===== src/rtl/integer_to_radix_text_macros.svh =====
// Assertion macros for the block that checks its own behavior.
`ifndef INTEGER_TO_RADIX_TEXT_MACROS_SVH
`define INTEGER_TO_RADIX_TEXT_MACROS_SVH

`ifndef NO_ASSERTIONS
`define ITR_ASSERT_SAME(label, clk, rst_n, cond, expr, msg) \
    label: assert property (@(posedge clk) disable iff (!rst_n) (cond) |-> (expr)) \
        else $error(msg);
`define ITR_ASSERT_NEXT(label, clk, rst_n, cond, expr, msg) \
    label: assert property (@(posedge clk) disable iff (!rst_n) (cond) |=> (expr)) \
        else $error(msg);
`else
`define ITR_ASSERT_SAME(label, clk, rst_n, cond, expr, msg)
`define ITR_ASSERT_NEXT(label, clk, rst_n, cond, expr, msg)
`endif

`endif


===== src/rtl/itr_pkg.sv =====
`default_nettype none

package itr_pkg;

    localparam logic [7:0] CHAR_MINUS   = 8'h2D;
    localparam logic [7:0] CHAR_ZERO    = 8'h30;
    localparam logic [7:0] CHAR_LOWER_A = 8'h61;
    localparam logic [7:0] CHAR_UPPER_A = 8'h41;

    localparam logic [5:0] MIN_RADIX   = 6'd2;
    localparam logic [5:0] MAX_RADIX   = 6'd36;
    localparam logic [5:0] RESET_RADIX = 6'd10;

    localparam logic [0:0] REG_RADIX = 1'b0;
    localparam logic [0:0] REG_UPPER = 1'b1;

    // Quotient bits resolved per cycle by the divider.
    localparam int DIV_STEP = 4;

    typedef struct packed {
        logic       negative;
        logic       upper;
        logic [5:0] base;
    } ctrl_t;

    typedef enum logic [2:0] {
        ST_IDLE,
        ST_DIV,
        ST_SIGN,
        ST_READ,
        ST_OUT
    } state_t;

    function automatic logic [7:0] digit_char(input logic [5:0] d, input logic upper);
        logic [7:0] d_ext;
        d_ext = {2'b00, d};
        if (d < 6'd10) begin
            return CHAR_ZERO + d_ext;
        end
        return (upper ? CHAR_UPPER_A : CHAR_LOWER_A) + d_ext - 8'd10;
    endfunction

endpackage

`default_nettype wire


===== src/rtl/itr_front.sv =====
`default_nettype none

module itr_front #(
    parameter int VALUE_BITS = 32
) (
    input  wire logic                  clk,
    input  wire logic                  rst_n,
    input  wire logic                  s_tvalid,
    output logic                       s_tready,
    input  wire logic [31:0]           s_tdata,   // magnitude
    input  wire logic [0:0]            s_tuser,   // is_negative
    input  wire logic [5:0]            radix,
    input  wire logic                  upper,
    output logic                       job_valid,
    input  wire logic                  job_ready,
    output logic [VALUE_BITS-1:0]      job_value,
    output itr_pkg::ctrl_t             job_ctrl
);

    logic [VALUE_BITS-1:0] value_mem [2];
    itr_pkg::ctrl_t        ctrl_mem  [2];
    logic                  wr_ptr_reg, wr_ptr_next;
    logic                  rd_ptr_reg, rd_ptr_next;
    logic [1:0]            count_reg, count_next;
    logic                  push, pop;
    logic [63:0]           mag_ext;
    itr_pkg::ctrl_t        ctrl_in;

    assign mag_ext = {32'd0, s_tdata};

    always_comb
    begin
        ctrl_in.negative = s_tuser[0];
        ctrl_in.upper    = upper;
        if (radix < itr_pkg::MIN_RADIX) begin
            ctrl_in.base = itr_pkg::MIN_RADIX;
        end else if (radix > itr_pkg::MAX_RADIX) begin
            ctrl_in.base = itr_pkg::MAX_RADIX;
        end else begin
            ctrl_in.base = radix;
        end
    end

    assign s_tready  = (count_reg != 2'd2);
    assign job_valid = (count_reg != 2'd0);
    assign job_value = value_mem[rd_ptr_reg];
    assign job_ctrl  = ctrl_mem[rd_ptr_reg];
    assign push      = s_tvalid && s_tready;
    assign pop       = job_valid && job_ready;

    always_comb
    begin
        wr_ptr_next = push ? ~wr_ptr_reg : wr_ptr_reg;
        rd_ptr_next = pop ? ~rd_ptr_reg : rd_ptr_reg;
        count_next  = count_reg + {1'b0, push} - {1'b0, pop};
    end

    always_ff @(posedge clk or negedge rst_n)
    begin
        if (!rst_n) begin
            wr_ptr_reg <= 1'b0;
            rd_ptr_reg <= 1'b0;
            count_reg  <= 2'd0;
        end else begin
            wr_ptr_reg <= wr_ptr_next;
            rd_ptr_reg <= rd_ptr_next;
            count_reg  <= count_next;
        end
    end

    always_ff @(posedge clk)
    begin
        if (push) begin
            value_mem[wr_ptr_reg] <= mag_ext[VALUE_BITS-1:0];
            ctrl_mem[wr_ptr_reg]  <= ctrl_in;
        end
    end

endmodule

`default_nettype wire


===== src/rtl/itr_back.sv =====
`default_nettype none

module itr_back #(
    parameter int VALUE_BITS = 32
) (
    input  wire logic                  clk,
    input  wire logic                  rst_n,
    input  wire logic                  job_valid,
    output logic                       job_ready,
    input  wire logic [VALUE_BITS-1:0] job_value,
    input  wire itr_pkg::ctrl_t        job_ctrl,
    output logic                       m_tvalid,
    input  wire logic                  m_tready,
    output logic [7:0]                 m_tdata,   // text_char
    output logic                       m_tlast    // last_char
);

    localparam int STEP   = itr_pkg::DIV_STEP;
    localparam int CHUNKS = (VALUE_BITS + STEP - 1) / STEP;
    localparam int QW     = CHUNKS * STEP;
    localparam int CW     = $clog2(CHUNKS);
    localparam int AW     = $clog2(VALUE_BITS);
    localparam logic [CW-1:0] LAST_CHUNK = CW'(CHUNKS - 1);

    itr_pkg::state_t state_reg, state_next;
    itr_pkg::ctrl_t  ctrl_reg, ctrl_next;
    logic [QW-1:0]   quot_reg, quot_next;
    logic [5:0]      rem_reg, rem_next;
    logic [CW-1:0]   chunk_reg, chunk_next;
    logic [AW-1:0]   wr_idx_reg, wr_idx_next;
    logic [AW-1:0]   ptr_reg, ptr_next;
    logic            out_valid_reg, out_valid_next;
    logic [7:0]      out_char_reg, out_char_next;
    logic            out_last_reg, out_last_next;

    logic [5:0]      stack_mem [VALUE_BITS];
    logic [5:0]      rd_data_reg;
    logic            stack_we;

    logic [STEP-1:0] top_bits;
    logic [STEP-1:0] qbits;
    logic [5:0]      rem_step;
    logic [6:0]      trial;
    logic [6:0]      diff;
    logic [QW-1:0]   quot_shift;
    logic            slot_free;

    assign job_ready = (state_reg == itr_pkg::ST_IDLE);
    assign m_tvalid  = out_valid_reg;
    assign m_tdata   = out_char_reg;
    assign m_tlast   = out_last_reg;
    assign slot_free = !out_valid_reg || m_tready;

    // Restoring division by the base, a few dividend bits per cycle.
    always_comb
    begin
        top_bits = quot_reg[QW-1 -: STEP];
        rem_step = rem_reg;
        qbits    = '0;
        trial    = '0;
        diff     = '0;
        for (int i = 0; i < STEP; i++) begin
            trial = {rem_step, top_bits[STEP-1-i]};
            diff  = trial - {1'b0, ctrl_reg.base};
            if (trial >= {1'b0, ctrl_reg.base}) begin
                rem_step          = diff[5:0];
                qbits[STEP-1-i]   = 1'b1;
            end else begin
                rem_step = trial[5:0];
            end
        end
        quot_shift = {quot_reg[QW-STEP-1:0], qbits};
    end

    always_comb
    begin
        state_next     = state_reg;
        ctrl_next      = ctrl_reg;
        quot_next      = quot_reg;
        rem_next       = rem_reg;
        chunk_next     = chunk_reg;
        wr_idx_next    = wr_idx_reg;
        ptr_next       = ptr_reg;
        out_valid_next = out_valid_reg && !m_tready;
        out_char_next  = out_char_reg;
        out_last_next  = out_last_reg;
        stack_we       = 1'b0;
        case (state_reg)
            itr_pkg::ST_IDLE:
            begin
                if (job_valid) begin
                    ctrl_next   = job_ctrl;
                    quot_next   = QW'(job_value);
                    rem_next    = '0;
                    chunk_next  = '0;
                    wr_idx_next = '0;
                    state_next  = itr_pkg::ST_DIV;
                end
            end
            itr_pkg::ST_DIV:
            begin
                quot_next  = quot_shift;
                rem_next   = rem_step;
                chunk_next = chunk_reg + 1'b1;
                if (chunk_reg == LAST_CHUNK) begin
                    stack_we    = 1'b1;
                    chunk_next  = '0;
                    rem_next    = '0;
                    wr_idx_next = wr_idx_reg + 1'b1;
                    ptr_next    = wr_idx_reg;
                    if (quot_shift == '0) begin
                        state_next = ctrl_reg.negative ? itr_pkg::ST_SIGN
                                                       : itr_pkg::ST_READ;
                    end
                end
            end
            itr_pkg::ST_SIGN:
            begin
                if (slot_free) begin
                    out_valid_next = 1'b1;
                    out_char_next  = itr_pkg::CHAR_MINUS;
                    out_last_next  = 1'b0;
                    state_next     = itr_pkg::ST_READ;
                end
            end
            itr_pkg::ST_READ:
            begin
                state_next = itr_pkg::ST_OUT;
            end
            itr_pkg::ST_OUT:
            begin
                if (slot_free) begin
                    out_valid_next = 1'b1;
                    out_char_next  = itr_pkg::digit_char(rd_data_reg, ctrl_reg.upper);
                    out_last_next  = (ptr_reg == '0);
                    if (ptr_reg == '0) begin
                        state_next = itr_pkg::ST_IDLE;
                    end else begin
                        ptr_next   = ptr_reg - 1'b1;
                        state_next = itr_pkg::ST_READ;
                    end
                end
            end
            default:
            begin
                state_next = itr_pkg::ST_IDLE;
            end
        endcase
    end

    always_ff @(posedge clk or negedge rst_n)
    begin
        if (!rst_n) begin
            state_reg     <= itr_pkg::ST_IDLE;
            out_valid_reg <= 1'b0;
            chunk_reg     <= '0;
            wr_idx_reg    <= '0;
            ptr_reg       <= '0;
        end else begin
            state_reg     <= state_next;
            out_valid_reg <= out_valid_next;
            chunk_reg     <= chunk_next;
            wr_idx_reg    <= wr_idx_next;
            ptr_reg       <= ptr_next;
        end
    end

    always_ff @(posedge clk)
    begin
        ctrl_reg     <= ctrl_next;
        quot_reg     <= quot_next;
        rem_reg      <= rem_next;
        out_char_reg <= out_char_next;
        out_last_reg <= out_last_next;
    end

    always_ff @(posedge clk)
    begin
        if (stack_we) begin
            stack_mem[wr_idx_reg] <= rem_step;
        end
        rd_data_reg <= stack_mem[ptr_reg];
    end

endmodule

`default_nettype wire


===== src/rtl/integer_to_radix_text.sv =====
// Integer to text converter in a configurable base.
// The input channel (s_*) takes one item per number: s_tdata carries the
// unsigned magnitude and s_tuser the sign flag. The output channel (m_*)
// returns the ASCII characters of that number, most significant digit first,
// with a leading minus sign when the flag is set; m_tlast marks the final one.
// The base (2 to 36, clamped) and the letter case are written through the
// cfg_we, cfg_addr and cfg_wdata port; the user must write them only while
// no number is in flight, as the block itself does not enforce it.
// A two-entry queue holds accepted items while the converter works.
// Each digit comes from the shared divider, which resolves four quotient
// bits per cycle; each character is then read from the digit stack and
// loaded into the output register.
// Reset empties the queue, drops any output item and sets base 10 with lower
// case letters. When m_tready is low, the current character holds and the
// converter waits; the queue keeps taking items until it is full.
`default_nettype none

module integer_to_radix_text #(
    parameter int VALUE_BITS = 32
) (
    input  wire logic        clk,
    input  wire logic        rst_n,
    input  wire logic        cfg_we,
    input  wire logic [0:0]  cfg_addr,
    input  wire logic [5:0]  cfg_wdata,
    input  wire logic        s_tvalid,
    output logic             s_tready,
    input  wire logic [31:0] s_tdata,   // magnitude
    input  wire logic [0:0]  s_tuser,   // is_negative
    output logic             m_tvalid,
    input  wire logic        m_tready,
    output logic [7:0]       m_tdata,   // text_char
    output logic             m_tlast    // last_char
);

`include "integer_to_radix_text_macros.svh"

    logic [5:0]            radix_reg, radix_next;
    logic                  upper_reg, upper_next;
    logic                  job_valid;
    logic                  job_ready;
    logic [VALUE_BITS-1:0] job_value;
    itr_pkg::ctrl_t        job_ctrl;

    always_comb
    begin
        radix_next = radix_reg;
        upper_next = upper_reg;
        if (cfg_we) begin
            case (cfg_addr)
                itr_pkg::REG_RADIX: radix_next = cfg_wdata;
                itr_pkg::REG_UPPER: upper_next = cfg_wdata[0];
                default:            radix_next = radix_reg;
            endcase
        end
    end

    always_ff @(posedge clk or negedge rst_n)
    begin
        if (!rst_n) begin
            radix_reg <= itr_pkg::RESET_RADIX;
            upper_reg <= 1'b0;
        end else begin
            radix_reg <= radix_next;
            upper_reg <= upper_next;
        end
    end

    itr_front #(
        .VALUE_BITS(VALUE_BITS)
    ) u_front (
        .clk       (clk),
        .rst_n     (rst_n),
        .s_tvalid  (s_tvalid),
        .s_tready  (s_tready),
        .s_tdata   (s_tdata),
        .s_tuser   (s_tuser),
        .radix     (radix_reg),
        .upper     (upper_reg),
        .job_valid (job_valid),
        .job_ready (job_ready),
        .job_value (job_value),
        .job_ctrl  (job_ctrl)
    );

    itr_back #(
        .VALUE_BITS(VALUE_BITS)
    ) u_back (
        .clk       (clk),
        .rst_n     (rst_n),
        .job_valid (job_valid),
        .job_ready (job_ready),
        .job_value (job_value),
        .job_ctrl  (job_ctrl),
        .m_tvalid  (m_tvalid),
        .m_tready  (m_tready),
        .m_tdata   (m_tdata),
        .m_tlast   (m_tlast)
    );

    `ITR_ASSERT_SAME(a_base_clamped, clk, rst_n, job_valid,
        (job_ctrl.base >= itr_pkg::MIN_RADIX) && (job_ctrl.base <= itr_pkg::MAX_RADIX),
        "queued base outside 2..36")
    `ITR_ASSERT_NEXT(a_busy_after_take, clk, rst_n, job_valid && job_ready,
        !job_ready, "converter took a new item while busy")
    `ITR_ASSERT_SAME(a_last_is_digit, clk, rst_n, m_tvalid && m_tlast,
        m_tdata != itr_pkg::CHAR_MINUS, "final character is a minus sign")

endmodule

`default_nettype wire


===== config.mk =====
export PLATFORM = sky130hd
export DESIGN_NAME = integer_to_radix_text
export DESIGN_NICKNAME = d
export VERILOG_FILES = /design/src/rtl/itr_pkg.sv /design/src/rtl/itr_front.sv /design/src/rtl/itr_back.sv /design/src/rtl/integer_to_radix_text.sv
export VERILOG_INCLUDE_DIRS = /design/src /design/src/rtl
export SDC_FILE = /design/constraint.sdc
export NUM_CORES = 1
export LEC_CHECK = 0
export BUFFER_PORTS_ARGS = -buffer_cell sky130_fd_sc_hd__buf_2
export CAP_MARGIN = 40
export CORE_MARGIN = 2
export CORE_UTILIZATION = 67
export CTS_BUF_LIST = sky130_fd_sc_hd__clkbuf_8
export DETAILED_ROUTE_END_ITERATION = 8
export GPL_TIMING_DRIVEN = 0
export PLACE_DENSITY = 0.89
export SLEW_MARGIN = 0
export SYNTH_ARGS = -nofsm -noshare
export SYNTH_HDL_FRONTEND = slang
export SYNTH_SLANG_ARGS = --single-unit
export TNS_END_PERCENT = 20

===== constraint.sdc =====
create_clock -name clk -period 18.5 [get_ports clk]
set_clock_uncertainty 0.05 [all_clocks]
set_input_delay 0.925 -clock clk [delete_from_list [all_inputs] [get_ports clk]]
set_output_delay 0.925 -clock clk [all_outputs]
set_load 0.02 [all_outputs]

==> key figures <==
STA
  – Endpoints failing setup: 0
  – Slew Limit Fails: 0
  – Setup TNS: 0 ps
  – RSZ-0062 raised after global routing: false
  – Worst-Margin Slew: 921 ps
  – Fmax: 111 MHz
  – Tmin final: 9050 ps
  – Fin crit share: 48.9%
  – Slew margin rel.: 38.6%
  – Final hold vios: 0

Run
  – Max-cap violations: 0

Die
  – Row count: 56
  – Chip width: 157 µm
  – Die Ht: 157 µm
  – Die Footprint: 24,700 µm²
  – Initial core utilization: 67.6%
  – Core ar.: 23,300 µm²
  – Num ports: 56

Clock tree
  – Reg clk slew, reported paths: 70 ps
  – H-tree depth: 2
  – Max Root-Sink Buffers: 3
  – Num CTS Buffers: 52
  – CTS tree: built
  – Resize count post-CTS: 0
  – Root buffer cell: clkbuf_8
  – Clock Latency Late Sink: 590 ps
  – Setup Buffers After CTS: 0
  – Sinks on Clock Net: 361
  – Cts hold-fix bufs: 0

Critical path
  – Crit path max-delay cell type: a211oi_1
  – Worst EP arrival: 9380 ps
  – Crit Path Class: register to register
  – Worst path most repeated cell: a21o_1
  – Worst Path Max Fanout: 24
  – Critical path's largest stage delay: 590 ps
  – CP Data Required Time: 18,830 ps
  – Critical path endpoint category: register
  – Startpoint Class: register

Synth
  – Ranking of synthesized cells by area: edfxtp_1, mux4_2, dfrtp_1
  – Distinct cells, synth: 62
  – Top FF cell, synth: edfxtp_1
  – Largest family of logic cells by synthesized area: multiplexers
  – Post-synthesis mux area share: 12.8%
  – Synth top area share: 62.5%
  – XOR/XNOR share of the synthesized area: 1.28%
  – Fraction of registers with async set/reset: 7.76%
  – Syn nets: 1,080
  – Synth warn: 0
  – Post-Synth Adder-Cell Area: 4.12%
  – Register area share after synthesis: 67.7%
  – Synth Area in Compound Gates: 5.94%
  – Simple-gate area share of the yosys netlist: 5.94%
  – Post-synth EDFFs: 327
  – Cell area after synthesis: 15,700 µm²
  – Mean post-synth cell area: 15.9 µm²
  – Gate Count Post-Synth: 987
  – Yosys top cell by area: edfxtp_1
  – Synthesized flop and latch total: 361

Detailed routing
  – Post-route ant nets: 0
  – Via density: 6.46
  – Post-route DRC: 0
  – WL/cell: 23.7 µm
  – DRT Wirelength: 34,700 µm
  – DR pass1 iterations: 5
  – Via Count: 9,464
  – Starting DRT DRC Count: 1,117

Finish
  – P&R area growth vs syn: 12.4%
  – Max reg flops: 192
  – Share of cells above drive strength 1: 21.9%
  – Nets: 1,206
  – Multi-input gate area: 4780 µm²
  – Fillers: 1,232
  – Reg area: 10,600 µm²

Run status
  – Status: finished, final reports clean

Global routing
  – Met3 usage: 5.29%
  – Vias in the first global route: 9,514
  – First-pass GRT wire length: 52,600 µm
  – Antenna violations before repair: 1
  – Met1 usage: 38.3%
  – Largest net degree at the start of global routing: 34
  – M2 GR Usage: 47.7%
  – Gr busiest metal: met2
  – GR Util All Layers: 28.9%
  – Overflow after GRT: 0

Hold path
  – HP Class: input port to async pin

Placement
  – Placer Congestion: 0.839
  – Buffers on Ports: 55
  – Post-DP HPWL: 23,000 µm
[cells in the final DEF (no fill, tap or decap), drive strengths merged, types with 28 or more instances in the layout]
cell / count
ha: 43
nor2: 69
edfxtp: 327
mux4: 60
a21oi: 28
o21ai: 53
clkbuf: 89
nand2: 61
buf: 84
mux2i: 38
inv: 53
[path summary, 6_finish.rpt]
path | startpoint | endpoint | slack (ps) | depth (start not counted)
setup / recovery | u_back.ctrl_reg[1]$_DFFE_PP_ | u_back.stack_mem[26][1]$_DFFE_PP_ | 9450 | 32
hold / removal | rst_n | radix_reg[5]$_DFFE_PN0P_ | 320 | 1
setup reg to reg | u_back.ctrl_reg[1]$_DFFE_PP_ | u_back.stack_mem[26][1]$_DFFE_PP_ | 9450 | 32
hold reg to reg | upper_reg$_DFFE_PN0P_ | u_front.ctrl_mem[0][6]$_DFFE_PP_ | 470 | 0
max in group asynchronous | rst_n | u_back.ptr_reg[0]$_DFFE_PN0P_ | 17630 | 1
min in group clk | upper_reg$_DFFE_PN0P_ | u_front.ctrl_mem[0][6]$_DFFE_PP_ | 470 | 0
[logic make-up after synthesis]
group,after synthesis
flops,361
simple gates,202
compound gates,143
mux,123
buf+inv,86
fa+ha+maj,49
xor+xnor,23
[critical path: cells and delay by family (launching register included)]
kind / cells / cell delay [ps]
AO/OA/AOI/OAI: 17 / 4710
buffers and inverters: 6 / 1230
adder cells (fa/ha/maj): 4 / 1160
multiplexers: 2 / 820
flip-flops: 1 / 500
AND/OR/NAND/NOR: 3 / 370
[routing by layer]
layer	share of wire, %	routed length (µm)	vias up
met5	0	0	-
met4	4.5	1550	0
met3	9.6	3330	130
met2	49	17000	644
met1	37	12800	4616
li1	-	-	4074
[synthesized netlist by cell type (7+ instances only)]
cell type and number:
ha_1 43, mux4_2 60, mux2i_1 38, nor4_1 8, nor2b_1 10, mux2_2 25, buf_1 8, a31oi_1 8
nand2_1 61, edfxtp_1 327, o21ai_0 51, nand2b_1 8, xor2_1 10, nand3_1 7, a21oi_1 28, nand4_1 8
dfrtp_1 26, inv_1 42, nor3_1 12, nor2_1 69, clkbuf_1 32, xnor2_1 13, a21o_1 10
[area by class of cell]
| cell class | count | area share [%] |
|---|---|---|
| Clock inverter | 30 | 1.02 |
| Timing Repair Buffer | 72 | 3.01 |
| Clock buffer | 57 | 4.44 |
| Antenna cell | 1 | 0.0142 |
| Inverter | 42 | 0.893 |
| Buffer | 44 | 1.05 |
| Sequential cell | 361 | 60.3 |
| Tap cell | 319 | 2.26 |
| Multi-Input combinational cell | 540 | 27.1 |
[per-stage QoR]
stage	area (µm²)	cells	setup slack (ps)	utilization (%)	hold slack [ps]
6_report	17700	1466	9450	75.9	320
5_1_grt	17700	1466	8820	75.9	370
4_1_cts	17600	1464	9570	75.8	332
3_5_place_dp	16700	1377	9610	71.7	437
3_3_place_gp	16400	1361	8080	70.5	412
2_1_floorplan	15700	987	10170	-	387
Power is not shown: default switching activity piles up to over one toggle a cycle in this logic, so the estimate is an artifact.
